$ cat src/hw/rtl/kto_pkg.sv
// shared constants and types for the keyed table with oldest-entry replacement
package kto_pkg;

    localparam int TABLE_ENTRIES_DEF = 64;

    localparam int FUNC_W    = 3;
    localparam int SLOT_W    = 6;
    localparam int PART_W    = 8;
    localparam int KEY_W     = 3 * PART_W;
    localparam int TIME_W    = 32;
    localparam int MINUTES_W = 16;
    localparam int STATUS_W  = 2;

    localparam int SEC_PER_MIN = 60;

    localparam logic [FUNC_W-1:0] FN_WRITE      = 3'd0;
    localparam logic [FUNC_W-1:0] FN_LOOKUP     = 3'd1;
    localparam logic [FUNC_W-1:0] FN_CLEAR_SLOT = 3'd2;
    localparam logic [FUNC_W-1:0] FN_CLEAR_ALL  = 3'd3;
    localparam logic [FUNC_W-1:0] FN_EXPIRE     = 3'd4;

    localparam logic [STATUS_W-1:0] ST_DONE   = 2'd0;
    localparam logic [STATUS_W-1:0] ST_MISS   = 2'd1;
    localparam logic [STATUS_W-1:0] ST_VICTIM = 2'd2;
    localparam logic [STATUS_W-1:0] ST_BADKEY = 2'd3;

    typedef enum logic [1:0] {
        S_IDLE = 2'b01,
        S_SCAN = 2'b10
    } state_t;

endpackage

$ cat src/hw/rtl/keyed_table_oldest_replacement_top.sv
// keyed device table with lookup, victim choice, clearing and aged-entry expiry
//
// a command word is taken at a rising edge where start is high and busy is low.
// write, clear slot, clear all, undefined codes and a lookup with id zero finish
// at once: done pulses in the cycle after the accept and busy never rises, so a
// new command may follow in the very next cycle.
// lookup and expire scan the table one entry per cycle through the single read
// port of the entry memory; one subtractor serves both the oldest-time compare
// and the age computation. such a command keeps busy high through the scan, and
// done pulses in the cycle busy falls.
// each result word (slot_out, status) is shown for exactly one cycle with done;
// the receiver cannot stall, so nothing is held back.
// reset clears busy, done and every entry valid bit, which makes the whole table
// read as zero keys and zero times; no clearing pass is needed. clear all and
// expiry also act only on the valid bits.
module keyed_table_oldest_replacement_top #(
    parameter int TABLE_ENTRIES = kto_pkg::TABLE_ENTRIES_DEF
) (
    input  logic                              clk,
    input  logic                              rst_n,
    input  logic                              start,
    output logic                              busy,
    input  logic [kto_pkg::FUNC_W-1:0]        func,
    input  logic [kto_pkg::SLOT_W-1:0]        slot_in,
    input  logic [kto_pkg::PART_W-1:0]        node_key,
    input  logic [kto_pkg::PART_W-1:0]        type_key,
    input  logic [kto_pkg::PART_W-1:0]        id_key,
    input  logic [kto_pkg::TIME_W-1:0]        time_stamp,
    input  logic                              want_victim,
    input  logic [kto_pkg::MINUTES_W-1:0]     age_minutes,
    output logic                              done,
    output logic [kto_pkg::SLOT_W-1:0]        slot_out,
    output logic [kto_pkg::STATUS_W-1:0]      status
);
    import kto_pkg::*;

    localparam int IDX_W  = $clog2(TABLE_ENTRIES);
    localparam int CNT_W  = $clog2(TABLE_ENTRIES + 1);
    localparam int WIDE_W = (CNT_W > SLOT_W) ? CNT_W : SLOT_W;
    localparam logic [IDX_W-1:0]  LAST_IDX = IDX_W'(TABLE_ENTRIES - 1);
    localparam logic [WIDE_W-1:0] DEPTH_W  = WIDE_W'(TABLE_ENTRIES);

    state_t                    state_reg, state_next;
    logic                      issue_reg, issue_next;
    logic [IDX_W-1:0]          idx_reg, idx_next;
    logic                      rd_live_reg, rd_live_next;
    logic                      rd_last_reg, rd_last_next;
    logic                      rd_valid_reg, rd_valid_next;
    logic [IDX_W-1:0]          rd_idx_reg, rd_idx_next;
    logic [KEY_W+TIME_W-1:0]   rd_data_reg;
    logic [TABLE_ENTRIES-1:0]  valid_reg, valid_next;
    logic [FUNC_W-1:0]         func_reg, func_next;
    logic [KEY_W-1:0]          key_reg, key_next;
    logic [TIME_W-1:0]         ts_reg, ts_next;
    logic                      victim_reg, victim_next;
    logic [TIME_W-1:0]         limit_reg, limit_next;
    logic                      hit_reg, hit_next;
    logic [IDX_W-1:0]          hit_idx_reg, hit_idx_next;
    logic                      zero_reg, zero_next;
    logic [IDX_W-1:0]          zero_idx_reg, zero_idx_next;
    logic [IDX_W-1:0]          cand_idx_reg, cand_idx_next;
    logic [TIME_W-1:0]         cand_time_reg, cand_time_next;
    logic                      done_reg, done_next;
    logic [SLOT_W-1:0]         slot_out_reg, slot_out_next;
    logic [STATUS_W-1:0]       status_reg, status_next;

    logic [KEY_W+TIME_W-1:0]   mem [TABLE_ENTRIES];

    logic                      accept;
    logic [WIDE_W-1:0]         slot_wide;
    logic                      in_range;
    logic [IDX_W-1:0]          slot_idx;
    logic [KEY_W-1:0]          in_key;
    logic [KEY_W-1:0]          key_e;
    logic [TIME_W-1:0]         time_e;
    logic                      is_expire;
    logic [TIME_W-1:0]         op_a, op_b;
    logic [TIME_W:0]           diff;
    logic                      time_lt;
    logic                      age_over;

    assign accept    = start && !busy;
    assign busy      = (state_reg != S_IDLE);
    assign slot_wide = WIDE_W'(slot_in);
    assign in_range  = (slot_wide < DEPTH_W);
    assign slot_idx  = slot_wide[IDX_W-1:0];
    assign in_key    = {node_key, type_key, id_key};

    assign key_e  = rd_valid_reg ? rd_data_reg[KEY_W+TIME_W-1:TIME_W] : '0;
    assign time_e = rd_valid_reg ? rd_data_reg[TIME_W-1:0] : '0;

    // shared subtractor: age for expiry, time order for the victim candidate
    assign is_expire = (func_reg == FN_EXPIRE);
    assign op_a      = is_expire ? ts_reg : time_e;
    assign op_b      = is_expire ? time_e : cand_time_reg;
    assign diff      = {1'b0, op_a} - {1'b0, op_b};
    assign time_lt   = diff[TIME_W];
    assign age_over  = (diff[TIME_W-1:0] > limit_reg);

    always_comb
    begin
        state_next     = state_reg;
        issue_next     = issue_reg;
        idx_next       = idx_reg;
        rd_live_next   = 1'b0;
        rd_last_next   = rd_last_reg;
        rd_valid_next  = rd_valid_reg;
        rd_idx_next    = rd_idx_reg;
        valid_next     = valid_reg;
        func_next      = func_reg;
        key_next       = key_reg;
        ts_next        = ts_reg;
        victim_next    = victim_reg;
        limit_next     = limit_reg;
        hit_next       = hit_reg;
        hit_idx_next   = hit_idx_reg;
        zero_next      = zero_reg;
        zero_idx_next  = zero_idx_reg;
        cand_idx_next  = cand_idx_reg;
        cand_time_next = cand_time_reg;
        done_next      = 1'b0;
        slot_out_next  = slot_out_reg;
        status_next    = status_reg;

        case (state_reg)
            S_IDLE:
            begin
                if (accept)
                begin
                    func_next      = func;
                    key_next       = in_key;
                    ts_next        = time_stamp;
                    victim_next    = want_victim;
                    limit_next     = TIME_W'(32'(age_minutes) * 32'(SEC_PER_MIN));
                    issue_next     = 1'b1;
                    idx_next       = '0;
                    hit_next       = 1'b0;
                    hit_idx_next   = '0;
                    zero_next      = 1'b0;
                    zero_idx_next  = '0;
                    cand_idx_next  = '0;
                    cand_time_next = '0;
                    slot_out_next  = '0;
                    status_next    = ST_DONE;
                    case (func)
                        FN_WRITE, FN_CLEAR_SLOT:
                        begin
                            done_next     = 1'b1;
                            slot_out_next = slot_in;
                            status_next   = in_range ? ST_DONE : ST_MISS;
                            if (in_range)
                            begin
                                valid_next[slot_idx] = (func == FN_WRITE);
                            end
                        end
                        FN_LOOKUP:
                        begin
                            if (id_key == '0)
                            begin
                                done_next   = 1'b1;
                                status_next = ST_BADKEY;
                            end
                            else
                            begin
                                state_next = S_SCAN;
                            end
                        end
                        FN_CLEAR_ALL:
                        begin
                            valid_next = '0;
                            done_next  = 1'b1;
                        end
                        FN_EXPIRE:
                        begin
                            state_next = S_SCAN;
                        end
                        default:
                        begin
                            done_next = 1'b1;
                        end
                    endcase
                end
            end
            S_SCAN:
            begin
                // read side: one entry per cycle
                if (issue_reg)
                begin
                    rd_live_next  = 1'b1;
                    rd_idx_next   = idx_reg;
                    rd_last_next  = (idx_reg == LAST_IDX);
                    rd_valid_next = valid_reg[idx_reg];
                    if (idx_reg == LAST_IDX)
                    begin
                        issue_next = 1'b0;
                    end
                    else
                    begin
                        idx_next = idx_reg + 1'b1;
                    end
                end

                // compare side
                if (rd_live_reg)
                begin
                    if (is_expire)
                    begin
                        if ((key_e[PART_W-1:0] != '0) && (time_e != '0) && age_over)
                        begin
                            valid_next[rd_idx_reg] = 1'b0;
                        end
                    end
                    else
                    begin
                        if (!hit_reg && (key_e == key_reg))
                        begin
                            hit_next     = 1'b1;
                            hit_idx_next = rd_idx_reg;
                        end
                        if (!zero_reg && (key_e == '0))
                        begin
                            zero_next     = 1'b1;
                            zero_idx_next = rd_idx_reg;
                        end
                        if (cand_time_reg == '0)
                        begin
                            cand_idx_next  = rd_idx_reg;
                            cand_time_next = time_e;
                        end
                        else if ((time_e != '0) && time_lt)
                        begin
                            cand_idx_next  = rd_idx_reg;
                            cand_time_next = time_e;
                        end
                    end

                    if (rd_last_reg)
                    begin
                        state_next = S_IDLE;
                        done_next  = 1'b1;
                        if (is_expire)
                        begin
                            slot_out_next = '0;
                            status_next   = ST_DONE;
                        end
                        else if (hit_next)
                        begin
                            slot_out_next = SLOT_W'(WIDE_W'(hit_idx_next));
                            status_next   = ST_DONE;
                        end
                        else if (victim_reg)
                        begin
                            slot_out_next = zero_next ? SLOT_W'(WIDE_W'(zero_idx_next))
                                                      : SLOT_W'(WIDE_W'(cand_idx_next));
                            status_next   = ST_VICTIM;
                        end
                        else
                        begin
                            slot_out_next = '0;
                            status_next   = ST_MISS;
                        end
                    end
                end
            end
            default:
            begin
                state_next = S_IDLE;
            end
        endcase
    end

    always_ff @(posedge clk or negedge rst_n)
    begin
        if (!rst_n)
        begin
            state_reg   <= S_IDLE;
            issue_reg   <= 1'b0;
            rd_live_reg <= 1'b0;
            valid_reg   <= '0;
            done_reg    <= 1'b0;
        end
        else
        begin
            state_reg   <= state_next;
            issue_reg   <= issue_next;
            rd_live_reg <= rd_live_next;
            valid_reg   <= valid_next;
            done_reg    <= done_next;
        end
    end

    always_ff @(posedge clk)
    begin
        idx_reg       <= idx_next;
        rd_last_reg   <= rd_last_next;
        rd_valid_reg  <= rd_valid_next;
        rd_idx_reg    <= rd_idx_next;
        func_reg      <= func_next;
        key_reg       <= key_next;
        ts_reg        <= ts_next;
        victim_reg    <= victim_next;
        limit_reg     <= limit_next;
        hit_reg       <= hit_next;
        hit_idx_reg   <= hit_idx_next;
        zero_reg      <= zero_next;
        zero_idx_reg  <= zero_idx_next;
        cand_idx_reg  <= cand_idx_next;
        cand_time_reg <= cand_time_next;
        slot_out_reg  <= slot_out_next;
        status_reg    <= status_next;
    end

    // entry memory: written on accept of a write, read while scanning
    always_ff @(posedge clk)
    begin
        if (accept && (func == FN_WRITE) && in_range)
        begin
            mem[slot_idx] <= {in_key, time_stamp};
        end
        if ((state_reg == S_SCAN) && issue_reg)
        begin
            rd_data_reg <= mem[idx_reg];
        end
    end

    assign done     = done_reg;
    assign slot_out = slot_out_reg;
    assign status   = status_reg;

    a_clear_all_empties: assert property (@(posedge clk) disable iff (!rst_n)
        (accept && (func == FN_CLEAR_ALL)) |=> (valid_reg == '0))
        else $error("clear all left valid entries");

    a_scan_end_reports: assert property (@(posedge clk) disable iff (!rst_n)
        ((state_reg == S_SCAN) && rd_live_reg && rd_last_reg) |=> (done && !busy))
        else $error("scan end without a result word");

    a_victim_in_table: assert property (@(posedge clk) disable iff (!rst_n)
        (done && (status == ST_VICTIM)) |-> (WIDE_W'(slot_out) < DEPTH_W))
        else $error("victim slot outside the table");

endmodule

$ cat config.mk
export PLATFORM = sky130hd
export DESIGN_NAME = keyed_table_oldest_replacement_top
export DESIGN_NICKNAME = d
export VERILOG_FILES = /design/src/hw/rtl/kto_pkg.sv /design/src/hw/rtl/keyed_table_oldest_replacement_top.sv
export SDC_FILE = /design/constraint.sdc
export NUM_CORES = 2
export LEC_CHECK = 0
export ABC_AREA = 0
export BUFFER_PORTS_ARGS = -buffer_cell sky130_fd_sc_hd__buf_2
export CORE_MARGIN = 2
export CORE_UTILIZATION = 35
export CTS_CLUSTER_SIZE = 28
export DETAILED_ROUTE_END_ITERATION = 8
export PLACE_DENSITY = 0.59
export SYNTH_ARGS = -nofsm -noshare
export SYNTH_HDL_FRONTEND = slang
export SYNTH_SLANG_ARGS = --single-unit
$ cat constraint.sdc
create_clock -name clk -period 14.5 [get_ports clk]
set_input_delay 2.175 -clock clk [delete_from_list [all_inputs] [get_ports clk]]
set_output_delay 2.175 -clock clk [all_outputs]
set_load 0.05 [all_outputs]
==> Word-level counts from Yosys, hierarchy flattened <==
Memories as Yosys holds them, arrays and structs flattened. A register that Yosys moved wholly into a read port is not among the register bits.
Cells that the tools add are included.
{ "classes": {"n_eq_ne": 23, "bitwise": 2, "magnitude_cmp": 7, "n_mux": 93, "n_addsub": 2, "n_shift": 0, "reduce_logical": 31, "div_mod_pow": 0, "mul": 1} }
{ "op_table": {"columns": ["cell", "count"], "rows": [
  ["$mux W64", 5],
  ["$mux W32", 8],
  ["$pmux W64 S2", 2],
  ["$mux W6", 21],
  ["$and A64 B64 Y64", 1],
  ["$bwmux W64", 1],
  ["$not A64 Y64", 1],
  ["$pmux W32 S2", 1],
  ["$pmux W6 S2", 5],
  ["$sub A32 B32 Y33", 1],
  ["$gt A32 B22 Y1", 1],
  ["$logic_not A32 Y1", 1],
  ["$reduce_bool A32 Y1", 1],
  ["$lt A6 B7 Y1 const B", 4],
  ["$mux W1", 26],
  ["$eq A24 B24 Y1", 1],
  ["$logic_not A24 Y1", 1],
  ["$mux W24", 1],
  ["$mux W2", 11],
  ["$mul A16 B4 Y20 const B", 1],
  ["$ne A2 B2 Y1 const B", 8],
  ["$pmux W2 S2", 4],
  ["$demux W1 S6", 2],
  ["$ge A6 B1 Y1 const B", 2],
  ["24 further kinds", 49]
]} }
{ "word_totals": {"reg_bits": 223, "wordCells": 182, "latchBits": 0, "inputBits": 85, "romBits": 0, "output_inout_bits": 10, "ramBits": 3584, "mem_count": 1} }
{ "memory_table": {"columns": ["name", "words", "word_bits", "rd", "rd_ports_with_merged_regs", "wr", "line", "source"], "rows": [
  ["mem", 64, 56, 1, 1, 1, "keyed_table_oldest_replacement_top.sv:67", "logic [KEY_W+TIME_W-1:0] mem [TABLE_ENTRIES];"]
]} }

==> Depth between registers and ports, before layout <==
{ "logic_depth": {"depth_word": 14, "depth_mapped": 30, "ltp_nobuf": 27} }

==> Worst setup path after synthesis <==
Ideal clock, no wire load.
{ "synth_timing": {"path_type": "input port to flip-flop", "start": "input start", "end": "register valid_reg[0]", "path_buffers": 1, "slack_ps": 7783, "setup_ps": 128, "arrival_time_ps": 6589, "stages": 8, "required_ps": 14372, "path_cell_list": "nand2_1 -> inv_1 -> a21oi_1 -> a21oi_1 -> nand3_1 -> clkbuf_8 -> a21oi_1 -> mux2_1"} }
{ "synth_between": {"elab_chain_cells": 3} }
{ "synth_rtl": {"columns": ["element", "line", "source"], "rows": [
  ["from (decl)", "keyed_table_oldest_replacement_top.sv:21", "input logic start,"],
  ["$logic_and A1 B1 Y1", "keyed_table_oldest_replacement_top.sv:82", "assign accept = start && !busy;"],
  ["$ne A2 B2 Y1 (no line)", null, null],
  ["$reduce_and A7 Y1 (no line)", null, null],
  ["to (signal assigned)", "keyed_table_oldest_replacement_top.sv:287", "valid_reg <= valid_next;"],
  ["to (decl)", "keyed_table_oldest_replacement_top.sv:51", "logic [TABLE_ENTRIES-1:0] valid_reg, valid_next;"]
]} }
Every way passes these cells.
A chain may end at the register's enable or synchronous reset.

==> Worst setup path after layout <==
{ "layout_timing": {"start": "register func_reg[1]", "end": "register valid_reg[7]"} }
{ "layout_between": {"elab_chain_cells": 7, "word_cells_on_any_way": 9, "cone_classes": "add/sub: 1; order compare: 1; eq/ne: 3; mux: 2; reduce/logical: 2"} }
{ "layout_rtl": {"columns": ["element", "line", "source"], "rows": [
  ["from (decl)", "keyed_table_oldest_replacement_top.sv:52", "logic [FUNC_W-1:0] func_reg, func_next;"],
  ["from (signal assigned)", "keyed_table_oldest_replacement_top.sv:298", "func_reg <= func_next;"],
  ["$eq A3 B3 Y1 *", "keyed_table_oldest_replacement_top.sv:93", "assign is_expire = (func_reg == FN_EXPIRE);"],
  ["$mux W32, on equally long branches", "keyed_table_oldest_replacement_top.sv:94, keyed_table_oldest_replacement_top.sv:95", null],
  ["$sub A32 B32 Y33", "keyed_table_oldest_replacement_top.sv:96", "assign diff = {1'b0, op_a} - {1'b0, op_b};"],
  ["$gt A32 B22 Y1", "keyed_table_oldest_replacement_top.sv:98", "assign age_over = (diff[TIME_W-1:0] > limit_reg);"],
  ["$logic_and A1 B1 Y1", "keyed_table_oldest_replacement_top.sv:208", "if ((key_e[PART_W-1:0] != '0) && (time_e != '0) && age_over)"],
  ["$ne A2 B2 Y1 (no line)", null, null],
  ["$reduce_and A7 Y1 (no line) *", null, null]
]} }
Mark *: on every way between the ends. The rest lies on a longest branch, timed or not.

==> key figures <==
Timing
  • Worst Tran Pin Value: 1.384 ns
  • Final Critical Period: approximately 7.4 ns
  • Fmax: 136.0 MHz
  • Fin crit share: 50.70%
  • Unrepaired setup endpoints after global routing: no
  • Slew headroom: under 10%
  • Slew Viols, Final: 0
  • Max Clock Skew: about 0.073 ns
  • TNS Setup: 0 ns
  • Hold Fails Final Rpt: 0
  • Worst hold margin: 0.5224 ns
  • Final Setup Violations: 0

Place
  • Final HPWL DP: between 200000 and 250000 µm
  • Number of buffers added on ports: 94
  • Placer Congestion: 0.8665

Floorplan
  • Die area: 443400 µm²
  • # rows: roughly 240
  • Io pins: 95
  • Core Region: ~440000 µm²
  • Die width: 665.9 µm
  • Die H: 665.9 µm
  • Initial Util: a little over a third

Synthesis
  • Top FF cell, synth: edfxtp_1
  • Syn_nets: 7024
  • Register area share after synthesis: 75.42%
  • Async SR Flop Fraction: 1.786%
  • Syn Area/Cell: 22.45 µm²
  • Number of synthesized register bits: roughly 3900
  • Gate Count Post-Synth: 6831
  • Count of different cell masters after synthesis: 85
  • Syn. warnings: 0
  • Count of flip-flops with a built-in enable after synthesis: 3794
  • Syn Std Cell Area: 153300 µm²

Global route
  • First-pass GRT wire length: 608200 µm
  • Vias in the first global route: 75770
  • Initial antenna violation count: 52
  • Aggregate global routing overflow: 0
  • Largest net degree at the start of global routing: approximately 140
  • All-Layer GR Usage: 19.45%

Critical path
  • Critical path class: reg2reg
  • Crit path largest cell delay: 0.66 ns
  • Worst path slowest cell: buf_4
  • Startpoint Class: flip-flop
  • Crit-path max FO: 68
  • Worst r2r path cells: 29
  • Most used cell, CP: a21oi_1
  • CP endpoint kind: flip-flop
  • CP arrival: 8.18 ns
  • WP data required: 15.32 ns

Clock network
  • Hold_buf cts: 0
  • Post-CTS setup buffers: 0
  • Num CTS Buffers: 386
  • Root buf cell: clkbuf_16
  • CTS tree: done
  • CTS clk-pin slew, worst paths: 0.06 ns
  • Cts repair resizes: 0
  • Clk Latency, worst-skew pair: 1.00 ns
  • Clock sinks: 3863
  • # H-tree levels: 5
  • Max Root-Sink Buffers: 4

Run
  • Max_cap viols: 0

Routing
  • Iteration-0 DRC Markers: 10540
  • DR pass1 iterations: 6
  • WL/cell: between 30 and 40 µm
  • Via Count: 76370
  • Routed wire length: 438900 µm
  • Drc violations: 0
  • Average vias per placed instance: 5.774
  • Antenna Violating Nets Remaining: 0

Power
  • Leakage: between 50 and 60 nW
  • Maximum VDD drop: roughly 140 µV
  • Power density cells: roughly 170 nW/µm²

Layout
  • Max reg flops: 3584
  • Fin nets: approximately 7300
  • Ratio of cells with drive above 1 in the final layout: 28.79%
  • Synth-to-layout area growth: 13.53%

Worst hold path
  • Hold Path Stages: 1
  • Worst min path class: reg2reg

Outcome
  • Status: finished clean
-- logic make-up (layout without fill, tap and decap cells) --
logic type      Yosys count  in the layout  share of synthesized area (%)
mux                    1284           1284                          18.20
flops                  3863           3863                          75.42
compound gates          533            533                          2.116
simple gates            546            546                          1.643
other cells               0             27                              0
xor+xnor                 49             49                         0.2799
fa+ha+maj               108            108                          1.028
buf+inv                 448           1058                          1.310
-- report_power, final --
part | switching, W | internal (W)
Sequential | 0.000161 | 0.0126
Clock | 0.00430 | 0.00572
Combinational | 0.00375 | 0.00315
Total | 0.00821 | 0.0215
-- cells in the mapped netlist, types with 12 or more instances --
cell type | instances | share of area [%]
mux4_2 | 1197 | 18
a21o_1 | 14 | 0.069
nand4_1 | 16 | 0.065
inv_1 | 57 | 0.14
fa_1 | 30 | 0.39
nand2_1 | 183 | 0.45
dfrtp_1 | 68 | 1.1
nand3b_1 | 13 | 0.064
nand3_1 | 21 | 0.069
nor2_1 | 199 | 0.49
nor3_1 | 16 | 0.052
xnor2_1 | 26 | 0.15
o21ai_0 | 128 | 0.42
mux2i_1 | 22 | 0.14
mux2_1 | 60 | 0.44
buf_6 | 15 | 0.11
nor2b_1 | 13 | 0.053
xor2_1 | 23 | 0.13
buf_1 | 70 | 0.17
clkbuf_1 | 270 | 0.66
nor4_1 | 31 | 0.13
a21oi_1 | 211 | 0.69
edfxtp_1 | 3794 | 74
o211ai_1 | 75 | 0.37
a211oi_1 | 12 | 0.059
ha_1 | 78 | 0.64
-- final timing paths --
check / endpoint / slack [ns] / start
setup reg to reg: valid_reg[7]$_DFFE_PN0P_ / 7.15 / func_reg[1]$_DFFE_PP_
hold / removal: valid_reg[59]$_DFFE_PN0P_ / 0.52 / valid_reg[59]$_DFFE_PN0P_
min in group asynchronous: done$_DFF_PN0_ / 1.47 / rst_n
hold reg to reg: valid_reg[59]$_DFFE_PN0P_ / 0.52 / valid_reg[59]$_DFFE_PN0P_
setup / recovery: valid_reg[7]$_DFFE_PN0P_ / 7.15 / func_reg[1]$_DFFE_PP_
max in group asynchronous: valid_reg[22]$_DFFE_PN0P_ / 12.31 / rst_n
-- through the flow --
| stage | total power (W) | cell area (µm²) | cells | setup slack, ns | util [%] |
|---|---|---|---|---|---|
| final | 0.02967 | 174100 | 13230 | 7.148 | 39.82 |
| after global routing | 0.03071 | 174100 | 13220 | 6.699 | 39.81 |
| after CTS | 0.02992 | 174000 | 13200 | 7.260 | 39.80 |
| after detailed placement | 0.01994 | 161400 | 12500 | 7.311 | 36.92 |
| after global placement | 0.01994 | 161400 | 12500 | 7.127 | 36.92 |
| after floorplan | 0.01780 | 153300 | 6831 | 7.783 | - |
-- routing by layer --
layer	share of wire, %	wire, µm	vias up	GRT usage [%]
met5	0.055	241	-	0
met4	3.7	16210	40	6.502
met3	9.5	41480	737	3.851
met2	48	209400	4082	31.35
met1	39	171600	41790	26.54
li1	-	-	29720	-
-- critical path: cells and delay by family (launching register included) --
family | cells | cell delay [ns]
xor+xnor | 1 | 0.16
simple gates | 8 | 1.24
flops | 1 | 0.39
mux | 1 | 0.35
buf+inv | 3 | 1.25
fa+ha+maj | 3 | 0.95
compound gates | 13 | 2.66
-- area by class of cell --
type,count,area (µm²)
diodes,27,67.56
clock buffers,465,9998
clock inverters,234,2584
fillers,38150,263100
inverters,58,220.2
multi-input cells,2520,36210
flip-flops and latches,3863,115700
well taps,5757,7203
repair buffers,301,2150
-- cell usage in the layout, fill, tap and decap left out, drive strengths merged, types with 44 or more instances in the layout --
cell type,Yosys,routed
dfrtp,68,68
clkbuf,283,465
nor2,199,199
clkinv,0,169
a21oi,212,212
o21ai,130,130
buf,97,301
mux2,65,65
bufinv,0,44
mux4,1197,1197
o211ai,75,75
ha,78,78
edfxtp,3794,3794
nand2,183,183
inv,58,71
No activity file was read; power rests on OpenSTA's default activity.
